[src/rtl/sorted_unique_key_table_macros.svh]
// ----------------------------------------------------------------------------
// sorted_unique_key_table_macros: assertion macros
// Clocked implication checks used by the sorted key table controller.
// ----------------------------------------------------------------------------
`ifndef SORTED_UNIQUE_KEY_TABLE_MACROS_SVH
`define SORTED_UNIQUE_KEY_TABLE_MACROS_SVH

`ifndef SYNTHESIS

// same-cycle implication
`define SUKT_ASSERT_IMPLY(label, clk, rst_n, pre, post) \
    label: assert property (@(posedge clk) disable iff (!rst_n) (pre) |-> (post)) \
        else $error("sorted table check failed");

// next-cycle implication
`define SUKT_ASSERT_NEXT(label, clk, rst_n, pre, post) \
    label: assert property (@(posedge clk) disable iff (!rst_n) (pre) |=> (post)) \
        else $error("sorted table check failed");

`else

`define SUKT_ASSERT_IMPLY(label, clk, rst_n, pre, post)
`define SUKT_ASSERT_NEXT(label, clk, rst_n, pre, post)

`endif

`endif

[src/rtl/sukt_pkg.sv]
// ----------------------------------------------------------------------------
// sukt_pkg: sorted key table package
// Sizes, codes and types shared by the cell row, the controller and the top.
// ----------------------------------------------------------------------------
package sukt_pkg;

    // table geometry
    localparam int DEPTH        = 16;
    localparam int PAYLOAD_BITS = 32;
    localparam int KEY_BITS     = 16;
    localparam int FILL_BITS    = $clog2(DEPTH + 1);

    // operation codes
    localparam logic [1:0] OP_INSERT = 2'd0;
    localparam logic [1:0] OP_REMOVE = 2'd1;
    localparam logic [1:0] OP_POP    = 2'd2;

    // status codes
    localparam logic [2:0] ST_OK       = 3'd0;
    localparam logic [2:0] ST_DUP      = 3'd1;
    localparam logic [2:0] ST_NOTFOUND = 3'd2;
    localparam logic [2:0] ST_EMPTY    = 3'd3;
    localparam logic [2:0] ST_FULL     = 3'd4;

    typedef logic [KEY_BITS-1:0]     key_t;
    typedef logic [PAYLOAD_BITS-1:0] slot_pl_t;
    typedef logic [FILL_BITS-1:0]    fill_t;

    typedef enum logic {
        S_IDLE,
        S_EXEC
    } state_e;

    // request transfer
    typedef struct packed {
        logic [1:0]  op;
        logic [15:0] key;
        logic [31:0] payload;
    } req_t;

    // result transfer
    typedef struct packed {
        logic [2:0]  status;
        logic [15:0] out_key;
        logic [31:0] out_payload;
        logic [4:0]  entries_held;
    } rsp_t;

    // shift command broadcast to every cell
    typedef struct packed {
        logic ins;
        logic rem;
        logic pop;
    } cell_cmd_t;

    // lookup results gathered from the cell row
    typedef struct packed {
        logic     found;
        key_t     match_key;
        slot_pl_t match_pl;
        key_t     head_key;
        slot_pl_t head_pl;
    } hit_t;

    // port payload to stored payload width
    function automatic slot_pl_t pl_to_slot(input logic [31:0] v);
        logic [63:0] w;
        slot_pl_t    r;
        w = {32'd0, v};
        r = '0;
        for (int i = 0; i < PAYLOAD_BITS; i++) begin
            r[i] = w[i];
        end
        return r;
    endfunction

    // stored payload to port payload width
    function automatic logic [31:0] slot_to_pl(input slot_pl_t s);
        logic [63:0] w;
        w = '0;
        for (int i = 0; i < PAYLOAD_BITS; i++) begin
            w[i] = s[i];
        end
        return w[31:0];
    endfunction

    // fill count to reported entry count
    function automatic logic [4:0] fill_to_held(input fill_t f);
        logic [15:0] w;
        w = 16'(f);
        return w[4:0];
    endfunction

endpackage

[src/rtl/sorted_unique_key_table.sv]
// Timing: a request taken at a start edge is decided and applied while busy is
//   high; its result is registered and strobes on done in the cycle after that.
// Issue: a new request is taken only while busy is low; busy is high for the
//   one cycle in which the cell row compares every slot and shifts in a single step.
// Reset: asynchronous, clears the fill count so the table reads empty; slot
//   contents are not reset and are never read before being written.
// ----------------------------------------------------------------------------
// sorted_unique_key_table: bounded sorted table with unique keys
// A row of cells kept in ascending key order, supporting insert, remove by
// key and pop of the smallest entry, one result per request.
// ----------------------------------------------------------------------------
module sorted_unique_key_table (
    input  logic           clk,
    input  logic           rst_n,
    input  logic           start,
    input  sukt_pkg::req_t req,
    output logic           busy,
    output logic           done,
    output sukt_pkg::rsp_t rsp
);

    sukt_pkg::cell_cmd_t cmd;
    sukt_pkg::key_t      bcast_key;
    sukt_pkg::slot_pl_t  bcast_pl;
    sukt_pkg::fill_t     fill;
    sukt_pkg::hit_t      hit;

    logic               cell_lt  [sukt_pkg::DEPTH];
    logic               cell_eq  [sukt_pkg::DEPTH];
    logic               cell_vld [sukt_pkg::DEPTH];
    sukt_pkg::key_t     cell_key [sukt_pkg::DEPTH];
    sukt_pkg::slot_pl_t cell_pl  [sukt_pkg::DEPTH];

    // controller
    sukt_ctrl u_ctrl (
        .clk       (clk),
        .rst_n     (rst_n),
        .start     (start),
        .req       (req),
        .hit       (hit),
        .busy      (busy),
        .done      (done),
        .rsp       (rsp),
        .cmd       (cmd),
        .bcast_key (bcast_key),
        .bcast_pl  (bcast_pl),
        .fill      (fill)
    );

    // cell row
    for (genvar i = 0; i < sukt_pkg::DEPTH; i++)
    begin : g_cell
        logic               left_lt;
        sukt_pkg::key_t     left_key;
        sukt_pkg::slot_pl_t left_pl;
        sukt_pkg::key_t     right_key;
        sukt_pkg::slot_pl_t right_pl;

        assign cell_vld[i] = (sukt_pkg::FILL_BITS'(i) < fill);

        if (i == 0)
        begin : g_head
            assign left_lt  = 1'b1;
            assign left_key = cell_key[i];
            assign left_pl  = cell_pl[i];
        end
        else
        begin : g_body
            assign left_lt  = cell_lt[i-1];
            assign left_key = cell_key[i-1];
            assign left_pl  = cell_pl[i-1];
        end

        if (i == sukt_pkg::DEPTH - 1)
        begin : g_tail
            assign right_key = cell_key[i];
            assign right_pl  = cell_pl[i];
        end
        else
        begin : g_link
            assign right_key = cell_key[i+1];
            assign right_pl  = cell_pl[i+1];
        end

        sukt_cell u_cell (
            .clk       (clk),
            .cmd       (cmd),
            .valid     (cell_vld[i]),
            .new_key   (bcast_key),
            .new_pl    (bcast_pl),
            .left_lt   (left_lt),
            .left_key  (left_key),
            .left_pl   (left_pl),
            .right_key (right_key),
            .right_pl  (right_pl),
            .lt        (cell_lt[i]),
            .eq        (cell_eq[i]),
            .key       (cell_key[i]),
            .pl        (cell_pl[i])
        );
    end

    // gather the matching slot and the head slot
    always_comb
    begin
        hit = '0;
        for (int i = 0; i < sukt_pkg::DEPTH; i++)
        begin
            hit.found     = hit.found | cell_eq[i];
            hit.match_key = hit.match_key | (cell_eq[i] ? cell_key[i] : '0);
            hit.match_pl  = hit.match_pl | (cell_eq[i] ? cell_pl[i] : '0);
        end
        hit.head_key = cell_key[0];
        hit.head_pl  = cell_pl[0];
    end

endmodule

[src/rtl/sukt_cell.sv]
// ----------------------------------------------------------------------------
// sukt_cell: one slot of the sorted table
// Compares its key with the broadcast key and takes new data, its left or
// its right neighbor's entry, or holds, as the shift command directs.
// ----------------------------------------------------------------------------
module sukt_cell (
    input  logic                clk,
    input  sukt_pkg::cell_cmd_t cmd,
    input  logic                valid,
    input  sukt_pkg::key_t      new_key,
    input  sukt_pkg::slot_pl_t  new_pl,
    input  logic                left_lt,
    input  sukt_pkg::key_t      left_key,
    input  sukt_pkg::slot_pl_t  left_pl,
    input  sukt_pkg::key_t      right_key,
    input  sukt_pkg::slot_pl_t  right_pl,
    output logic                lt,
    output logic                eq,
    output sukt_pkg::key_t      key,
    output sukt_pkg::slot_pl_t  pl
);

    sukt_pkg::key_t     key_reg;
    sukt_pkg::key_t     key_next;
    sukt_pkg::slot_pl_t pl_reg;
    sukt_pkg::slot_pl_t pl_next;
    logic               ge;

    // compare against the broadcast key
    always_comb
    begin
        lt = valid && (key_reg < new_key);
        eq = valid && (key_reg == new_key);
        ge = valid && !lt;
    end

    // pick the next entry for this slot
    always_comb
    begin
        key_next = key_reg;
        pl_next  = pl_reg;
        priority if (cmd.ins)
        begin
            if (!lt)
            begin
                if (left_lt)
                begin
                    key_next = new_key;
                    pl_next  = new_pl;
                end
                else
                begin
                    key_next = left_key;
                    pl_next  = left_pl;
                end
            end
        end
        else if (cmd.rem)
        begin
            if (ge)
            begin
                key_next = right_key;
                pl_next  = right_pl;
            end
        end
        else if (cmd.pop)
        begin
            key_next = right_key;
            pl_next  = right_pl;
        end
    end

    // slot storage, contents undefined until written
    always_ff @(posedge clk)
    begin
        key_reg <= key_next;
        pl_reg  <= pl_next;
    end

    assign key = key_reg;
    assign pl  = pl_reg;

endmodule

[src/rtl/sukt_ctrl.sv]
// ----------------------------------------------------------------------------
// sukt_ctrl: sorted table controller
// Captures a request, decides the operation from the cell lookup, issues the
// shift command, tracks the fill count and registers the result.
// ----------------------------------------------------------------------------
`include "sorted_unique_key_table_macros.svh"

module sukt_ctrl (
    input  logic                clk,
    input  logic                rst_n,
    input  logic                start,
    input  sukt_pkg::req_t      req,
    input  sukt_pkg::hit_t      hit,
    output logic                busy,
    output logic                done,
    output sukt_pkg::rsp_t      rsp,
    output sukt_pkg::cell_cmd_t cmd,
    output sukt_pkg::key_t      bcast_key,
    output sukt_pkg::slot_pl_t  bcast_pl,
    output sukt_pkg::fill_t     fill
);

    sukt_pkg::state_e state_reg;
    sukt_pkg::state_e state_next;
    sukt_pkg::fill_t  fill_reg;
    sukt_pkg::fill_t  fill_next;
    logic             done_reg;
    logic             done_next;
    sukt_pkg::req_t   req_reg;
    sukt_pkg::rsp_t   rsp_reg;
    sukt_pkg::rsp_t   rsp_next;
    logic             accept;
    logic             table_full;
    logic             table_empty;

    assign accept      = start && (state_reg == sukt_pkg::S_IDLE);
    assign table_full  = (fill_reg == sukt_pkg::FILL_BITS'(sukt_pkg::DEPTH));
    assign table_empty = (fill_reg == '0);

    // next state, shift command and result
    always_comb
    begin
        state_next = state_reg;
        fill_next  = fill_reg;
        done_next  = 1'b0;
        cmd        = '0;
        rsp_next   = rsp_reg;
        unique case (state_reg)
            sukt_pkg::S_IDLE:
            begin
                if (start)
                begin
                    state_next = sukt_pkg::S_EXEC;
                end
            end
            sukt_pkg::S_EXEC:
            begin
                state_next           = sukt_pkg::S_IDLE;
                done_next            = 1'b1;
                rsp_next.status      = sukt_pkg::ST_OK;
                rsp_next.out_key     = '0;
                rsp_next.out_payload = '0;
                unique case (req_reg.op)
                    sukt_pkg::OP_INSERT:
                    begin
                        if (hit.found)
                        begin
                            rsp_next.status = sukt_pkg::ST_DUP;
                        end
                        else if (table_full)
                        begin
                            rsp_next.status = sukt_pkg::ST_FULL;
                        end
                        else
                        begin
                            cmd.ins   = 1'b1;
                            fill_next = fill_reg + sukt_pkg::FILL_BITS'(1);
                        end
                    end
                    sukt_pkg::OP_REMOVE:
                    begin
                        if (table_empty)
                        begin
                            rsp_next.status = sukt_pkg::ST_EMPTY;
                        end
                        else if (hit.found)
                        begin
                            cmd.rem              = 1'b1;
                            fill_next            = fill_reg - sukt_pkg::FILL_BITS'(1);
                            rsp_next.out_key     = hit.match_key;
                            rsp_next.out_payload = sukt_pkg::slot_to_pl(hit.match_pl);
                        end
                        else
                        begin
                            rsp_next.status = sukt_pkg::ST_NOTFOUND;
                        end
                    end
                    sukt_pkg::OP_POP:
                    begin
                        if (table_empty)
                        begin
                            rsp_next.status = sukt_pkg::ST_EMPTY;
                        end
                        else
                        begin
                            cmd.pop              = 1'b1;
                            fill_next            = fill_reg - sukt_pkg::FILL_BITS'(1);
                            rsp_next.out_key     = hit.head_key;
                            rsp_next.out_payload = sukt_pkg::slot_to_pl(hit.head_pl);
                        end
                    end
                    default:
                    begin
                        rsp_next.status = sukt_pkg::ST_OK;
                    end
                endcase
                rsp_next.entries_held = sukt_pkg::fill_to_held(fill_next);
            end
            default:
            begin
                state_next = sukt_pkg::S_IDLE;
            end
        endcase
    end

    // control state
    always_ff @(posedge clk or negedge rst_n)
    begin
        if (!rst_n)
        begin
            state_reg <= sukt_pkg::S_IDLE;
            fill_reg  <= '0;
            done_reg  <= 1'b0;
        end
        else
        begin
            state_reg <= state_next;
            fill_reg  <= fill_next;
            done_reg  <= done_next;
        end
    end

    // request capture and result register
    always_ff @(posedge clk)
    begin
        if (accept)
        begin
            req_reg <= req;
        end
        rsp_reg <= rsp_next;
    end

    assign busy      = (state_reg == sukt_pkg::S_EXEC);
    assign done      = done_reg;
    assign rsp       = rsp_reg;
    assign bcast_key = req_reg.key;
    assign bcast_pl  = sukt_pkg::pl_to_slot(req_reg.payload);
    assign fill      = fill_reg;

    // checks
    `SUKT_ASSERT_NEXT(a_exec_strobes, clk, rst_n, state_reg == sukt_pkg::S_EXEC, done_reg)
    `SUKT_ASSERT_NEXT(a_single_strobe, clk, rst_n, done_reg, !done_reg)
    `SUKT_ASSERT_NEXT(a_insert_grows, clk, rst_n, cmd.ins, fill_reg == sukt_pkg::FILL_BITS'($past(fill_reg) + 1'b1))
    `SUKT_ASSERT_NEXT(a_remove_shrinks, clk, rst_n, cmd.rem || cmd.pop, fill_reg == sukt_pkg::FILL_BITS'($past(fill_reg) - 1'b1))
    `SUKT_ASSERT_IMPLY(a_fill_bounded, clk, rst_n, done_reg, fill_reg <= sukt_pkg::FILL_BITS'(sukt_pkg::DEPTH))

endmodule
[config.mk]
export PLATFORM = sky130hd
export DESIGN_NAME = sorted_unique_key_table
export DESIGN_NICKNAME = d
export VERILOG_FILES = /design/src/rtl/sukt_pkg.sv /design/src/rtl/sorted_unique_key_table.sv /design/src/rtl/sukt_cell.sv /design/src/rtl/sukt_ctrl.sv
export VERILOG_INCLUDE_DIRS = /design/src /design/src/rtl
export SDC_FILE = /design/constraint.sdc
export NUM_CORES = 2
export LEC_CHECK = 0
export CAP_MARGIN = 20
export CORE_MARGIN = 1
export CORE_UTILIZATION = 25
export DETAILED_ROUTE_END_ITERATION = 6
export DONT_BUFFER_PORTS = 1
export PLACE_DENSITY_LB_ADDON = 0.2
export SYNTH_ARGS = -nofsm -noshare
export SYNTH_HDL_FRONTEND = slang
export SYNTH_HIERARCHICAL = 1
export SYNTH_SLANG_ARGS = --single-unit
[constraint.sdc]
create_clock -name clk -period 16.4 [get_ports clk]
set_clock_uncertainty 0.15 [all_clocks]
set_input_delay 0.82 -clock clk [delete_from_list [all_inputs] [get_ports clk]]
set_output_delay 0.82 -clock clk [all_outputs]
set_load 0.1 [all_outputs]
# Word-level counts from Yosys, hierarchy flattened
# Index checks and enable logic that the tools add are counted.
dict set report word_totals {
  regBits 881
  latch_bits 0
  mem_bits_rw 0
  romBits 0
  out_inout_bits 58
  n_memories 0
}
dict set report classes {
  addsub 2
  n_mul 0
  div_mod_pow 0
  n_lt_le_gt_ge 32
  n_eq_ne 49
  n_shift 0
  n_mux 240
  n_bitwise 47
  reduce_logical 82
}
# op n
set ops {}
lappend ops {{$mux 32} 106}
lappend ops {{$mux 16} 106}
lappend ops {{$or 32x32->32} 15}
lappend ops {{$eq 16x16->1} 16}
lappend ops {{$lt 16x16->1} 16}
lappend ops {{$or 16x16->16} 15}
lappend ops {{$mux 48} 3}
lappend ops {{$pmux 48 s2} 1}
lappend ops {{$logic_and 1x1->1} 48}
lappend ops {{$ne 3x1->1 const B} 15}
lappend ops {{$reduce_and 3->1} 15}
lappend ops {{$lt 4x5->1 const A} 8}
lappend ops {{$ne 2x2->1 const B} 15}
lappend ops {{$mux 5} 5}
lappend ops {{$lt 3x5->1 const A} 4}
lappend ops {{$logic_not 1->1} 15}
lappend ops {{$or 1x1->1} 15}
lappend ops {{$pmux 5 s3} 1}
lappend ops {{$mux 3} 4}
lappend ops {{$lt 1x5->1 const A} 2}
lappend ops {{$lt 2x5->1 const A} 2}
lappend ops {{$mux 1} 10}
lappend ops {{$pmux 3 s3} 1}
lappend ops {{$add 5x1->5 const B} 1}
lappend ops {{other kinds (11)} 13}

# Longest topological paths before layout
dict set report logic_depth {
  word_depth 24
  mapped_depth 17
  mapped_depth_nobuf 12
}

# By module
# Netlist, hierarchy kept.
# module instances cells_per_inst area_per_inst_um2 seq_area_each_um2
set modules_own_cells {}
lappend modules_own_cells {{sukt_cell at g_cell[10].u_cell ...} 15 271 2855.2 1441.4}
lappend modules_own_cells {sukt_ctrl 1 359 5027.3 3358.2}
lappend modules_own_cells {sorted_unique_key_table 1 543 4269.1 0.0}
lappend modules_own_cells {{sukt_cell at g_cell[0].u_cell} 1 272 2856.5 1441.4}

# Least setup slack after synthesis
# Ideal clock, no wire load.
dict set report synth_timing {
  path_type {register to register}
  startpoint {register u_ctrl.state_reg (netlist: u_ctrl/busy)}
  endpoint {register g_cell[10].u_cell.key_reg[0], enable pin}
  setup_time_ns 0.482
  arrival_time_ns 7.003
  required_ns 15.768
  setup_slack_ns 8.764
  path_stages_with_launch 5
  path_buffers 0
  synth_period_minus_slack_ns 7.636
  cell_sequence {dfrtp_1 -> inv_1 -> nor3_1 -> a211oi_1 -> a31oi_1}
}
# element line_no
set synth_rtl {}
lappend synth_rtl {{from (decl)} sukt_ctrl.sv:23} ;# sukt_pkg::state_e state_reg;
lappend synth_rtl {{from (signal assigned)} sukt_ctrl.sv:131} ;# state_reg <= sukt_pkg::S_IDLE;
lappend synth_rtl {{from (signal assigned)} sukt_ctrl.sv:137} ;# state_reg <= state_next;
lappend synth_rtl {{to (signal assigned)} sukt_cell.sv:76} ;# key_reg <= key_next;
lappend synth_rtl {{to (decl)} sukt_cell.sv:23} ;# sukt_pkg::key_t key_reg;

# Final worst setup path
dict set report layout_timing {
  startpoint {register u_ctrl.req_reg (netlist bit u_ctrl/bcast_key[11])}
  endpoint {register g_cell[15].u_cell.pl_reg[19], data pin}
}
dict set report layout_between {
  elab_chain_cells 3
}
# element line_no
set layout_lines {}
lappend layout_lines {{from (decl)} sukt_ctrl.sv:29} ;# sukt_pkg::req_t req_reg;
lappend layout_lines {{from (signal assigned)} sukt_ctrl.sv:148} ;# req_reg <= req;
lappend layout_lines {{$lt 16x16->1} sukt_cell.sv:32} ;# lt = valid && (key_reg < new_key);
lappend layout_lines {{$logic_and 1x1->1} sukt_cell.sv:32}
lappend layout_lines {{$mux 32} sukt_cell.sv:46} ;# if (left_lt)
lappend layout_lines {{to (signal assigned)} sukt_cell.sv:77} ;# pl_reg <= pl_next;
lappend layout_lines {{to (decl)} sukt_cell.sv:25} ;# sukt_pkg::slot_pl_t pl_reg;
# Every way passes these cells.
# A chain may end at the register's enable or synchronous reset.

==> impl_metrics.env <==
export IMPL_outcome="complete, no violations"
export IMPL_area_delta_synth_final_pct=12.3
export IMPL_tritoncts="built"
export IMPL_area_sequential_mm2=0.0264
export IMPL_die_area_mm2=0.222
export IMPL_critPathMostFrequentCell="buf_4"
export IMPL_drtIter0Drc=4993
export IMPL_r2r_cells=15
export IMPL_cts_setup_buffers=0
export IMPL_path_class="flop to flop"
export IMPL_core_area_mm2=0.218
export IMPL_antenna_found_initial=16
export IMPL_cts_root_buf="clkbuf_16"
export IMPL_ant_nets=0
export IMPL_start_util_pct=25.2
export IMPL_slew_headroom_pct=19.6
export IMPL_setup_viol=0
export IMPL_grt_ovfl_total=0
export IMPL_drc=0
export IMPL_vias_per_cell=5.48
export IMPL_arrival_ps=8320
export IMPL_largest_reg_flops=512
export IMPL_grt_pass1_vias=42400
export IMPL_powerDensity_mw_per_mm2=118
export IMPL_end_kind="flop"
export IMPL_nets=5402
export IMPL_period_share_pct=48.8
export IMPL_hold_viol_final=0
export IMPL_hold_path_class="input port to flop"
export IMPL_worstPathCellList="buf_4, inv_1, ha_1, nand4_1, or4_1, nor3_2, nor4_1, nand4_1, or3_1, nor2_4, buf_4, buf_4, buf_4, buf_4, a21oi_1"
export IMPL_synthCells=5237
export IMPL_gp_congestion=0.860
export IMPL_max_stage_delay_ps=880
export IMPL_power_w=0.00729
export IMPL_syn_area_mm2=0.0550
export IMPL_vias=44100
export IMPL_routed_wirelength_um=243000
export IMPL_drt_pass1_iter_count=6
export IMPL_cts_resized=0
export IMPL_final_core_util_pct=28.3
export IMPL_ff2ff_setup_slack_ps=8390
export IMPL_crit_required_ps=16720
export IMPL_hpwl_um=143000
export IMPL_io_pin_count=111
export IMPL_multiInputGateArea_mm2=0.0259
export IMPL_grt_pass1_wl_um=339000
export IMPL_hold_path_end="u_ctrl/busy"
export IMPL_die_x_um=471
export IMPL_clock_fmax_ghz=0.125
export IMPL_fin_setup_tns_ps=0
export IMPL_fill_cells=22600
export IMPL_grt_max_degree=257
export IMPL_crit_family="buffers and inverters"
export IMPL_rsz0062_at_grt="no"
export IMPL_cts_max_level=3
export IMPL_worstMarginPinSlew_ps=1210
export IMPL_ys_warnings_count=6
export IMPL_startpoint_type="flop"
export IMPL_period_minus_slack_ps=8010
export IMPL_drv_cap=0
export IMPL_core_rowCount=171
export IMPL_crit_slowest_cell="buf_4"
export IMPL_clkLatencyLatePin_ps=800
export IMPL_wl_per_cell_um=30.3
export IMPL_cts_buffer_depth=3
export IMPL_syn_nets=5552
export IMPL_crit_fanout=103
export IMPL_hold_path_startpoint="start"
export IMPL_vdd_drop_max_mv=0.0905
export IMPL_cp_startpoint="u_ctrl/bcast_key[11]"
export IMPL_cts_inserted_buffers=108
export IMPL_path_clk_slew_ps=60
export IMPL_drv_slew=0
export IMPL_port_buffers=0
export IMPL_path_buf_inv=6
export IMPL_postSynthAreaPerCell_um2=10.5
export IMPL_rr_startpoint="u_ctrl/bcast_key[11]"
export IMPL_cts_sinks=881
export IMPL_hold_path_depth=1
export IMPL_leakagePower_nw=24.0
export IMPL_r2r_end="g_cell[15].u_cell/pl[19]"
export IMPL_die_h_um=471
export IMPL_gr_usage_all_layers_pct=21.3
export IMPL_drive_above_1_share_pct=6.39
==> how the worst max path moves through the flow <==
stage | end | slack, ps | depth (start not counted)
after detailed placement | g_cell[2].u_cell/pl[19] | 8260 | 14
after global routing | g_cell[0].u_cell/pl[19] | 7970 | 16
after global placement | g_cell[0].u_cell/pl[15] | 8350 | 14
after floorplan | g_cell[10].u_cell/key[0] | 8760 | 4
final | g_cell[15].u_cell/pl[19] | 8390 | 15
after CTS | g_cell[15].u_cell/pl[19] | 8280 | 14
==> what timing repair did <==
item / 4_1_cts / 5_1_grt
hold buffers: 51 / 0
endpoints found under the hold margin: 57 / 0
endpoints found under the setup margin: 0 / 0
==> final cells by class <==
| cell class | instances | share of cell area (%) |
|---|---|---|
| Tap cell | 2854 | 5.78 |
| Multi-Input combinational cell | 3668 | 41.9 |
| Antenna cell | 5 | 0.0203 |
| Inverter | 269 | 1.64 |
| Timing Repair Buffer | 159 | 2.27 |
| Clock buffer | 125 | 4.51 |
| Clock inverter | 75 | 1.10 |
| Sequential cell | 881 | 42.8 |
==> worst reg2reg max path: stages (launching register included) <==
cell      delay [ps]
edfxtp_1         320
buf_4            380
inv_1            110
ha_1             340
nand4_1          400
or4_1            290
nor3_2            80
nor4_1           490
nand4_1          670
or3_1            670
nor2_4           150
buf_4            800
buf_4            900
buf_4            930
buf_4            880
a21oi_1          190
==> power by group <==
| part | switching (W) | leakage [nW] | internal (W) | total, W |
|---|---|---|---|---|
| clock | 0.00109 | 1.68 | 0.00135 | 0.00244 |
| combinational | 0.00123 | 14.2 | 0.000620 | 0.00185 |
| sequential | 0.000281 | 8.09 | 0.00273 | 0.00301 |
| total | 0.00260 | 24.0 | 0.00469 | 0.00729 |
==> per-layer routing <==
layer / track usage, % / up-vias / wire length [um]
li1: - / 19500 / -
met1: 29.8 / 22400 / 109000
met2: 33.6 / 1804 / 110000
met3: 2.81 / 387 / 15900
met4: 7.23 / 4 / 8450
met5: 0 / - / 32
==> cell usage in the layout (no fill, tap or decap), types with 4 or more instances in the layout <==
cell,n
clkbuf_1,16
nor3b_1,17
a211oi_1,31
ha_1,261
a22oi_1,49
nor3_1,16
inv_1,269
clkinv_1,29
or3_1,18
clkinvlp_4,7
a21oi_1,841
a31oi_4,15
o21bai_1,34
dfrtp_1,6
edfxtp_1,874
a31oi_1,16
buf_4,103
a221oi_2,8
a21o_1,17
a221oi_1,185
nor3_2,17
bufinv_16,8
clkinv_2,21
nor2b_1,68
a22o_1,193
mux2i_1,768
nand4_1,112
clkbuf_16,109
dlygate4sd3_1,51
clkinv_4,4
nand3_1,33
and3_4,15
o21ai_0,40
nand2b_1,18
diode_2,5
nor2_1,804
nand2_1,53
nor4_1,4
==> metrics by stage <==
stage / instance area, um2 / setup slack, ps / hold slack (ps) / std cells
finish: 61700 / 8390 / 251 / 8036
global route: 61700 / 7970 / 252 / 8032
CTS: 61700 / 8280 / 206 / 8030
detailed placement: 57700 / 8260 / 375 / 7779
global placement: 57700 / 8350 / 376 / 7778
floorplan: 55000 / 8760 / 374 / 5237
Power figures use the tool's default switching activity.
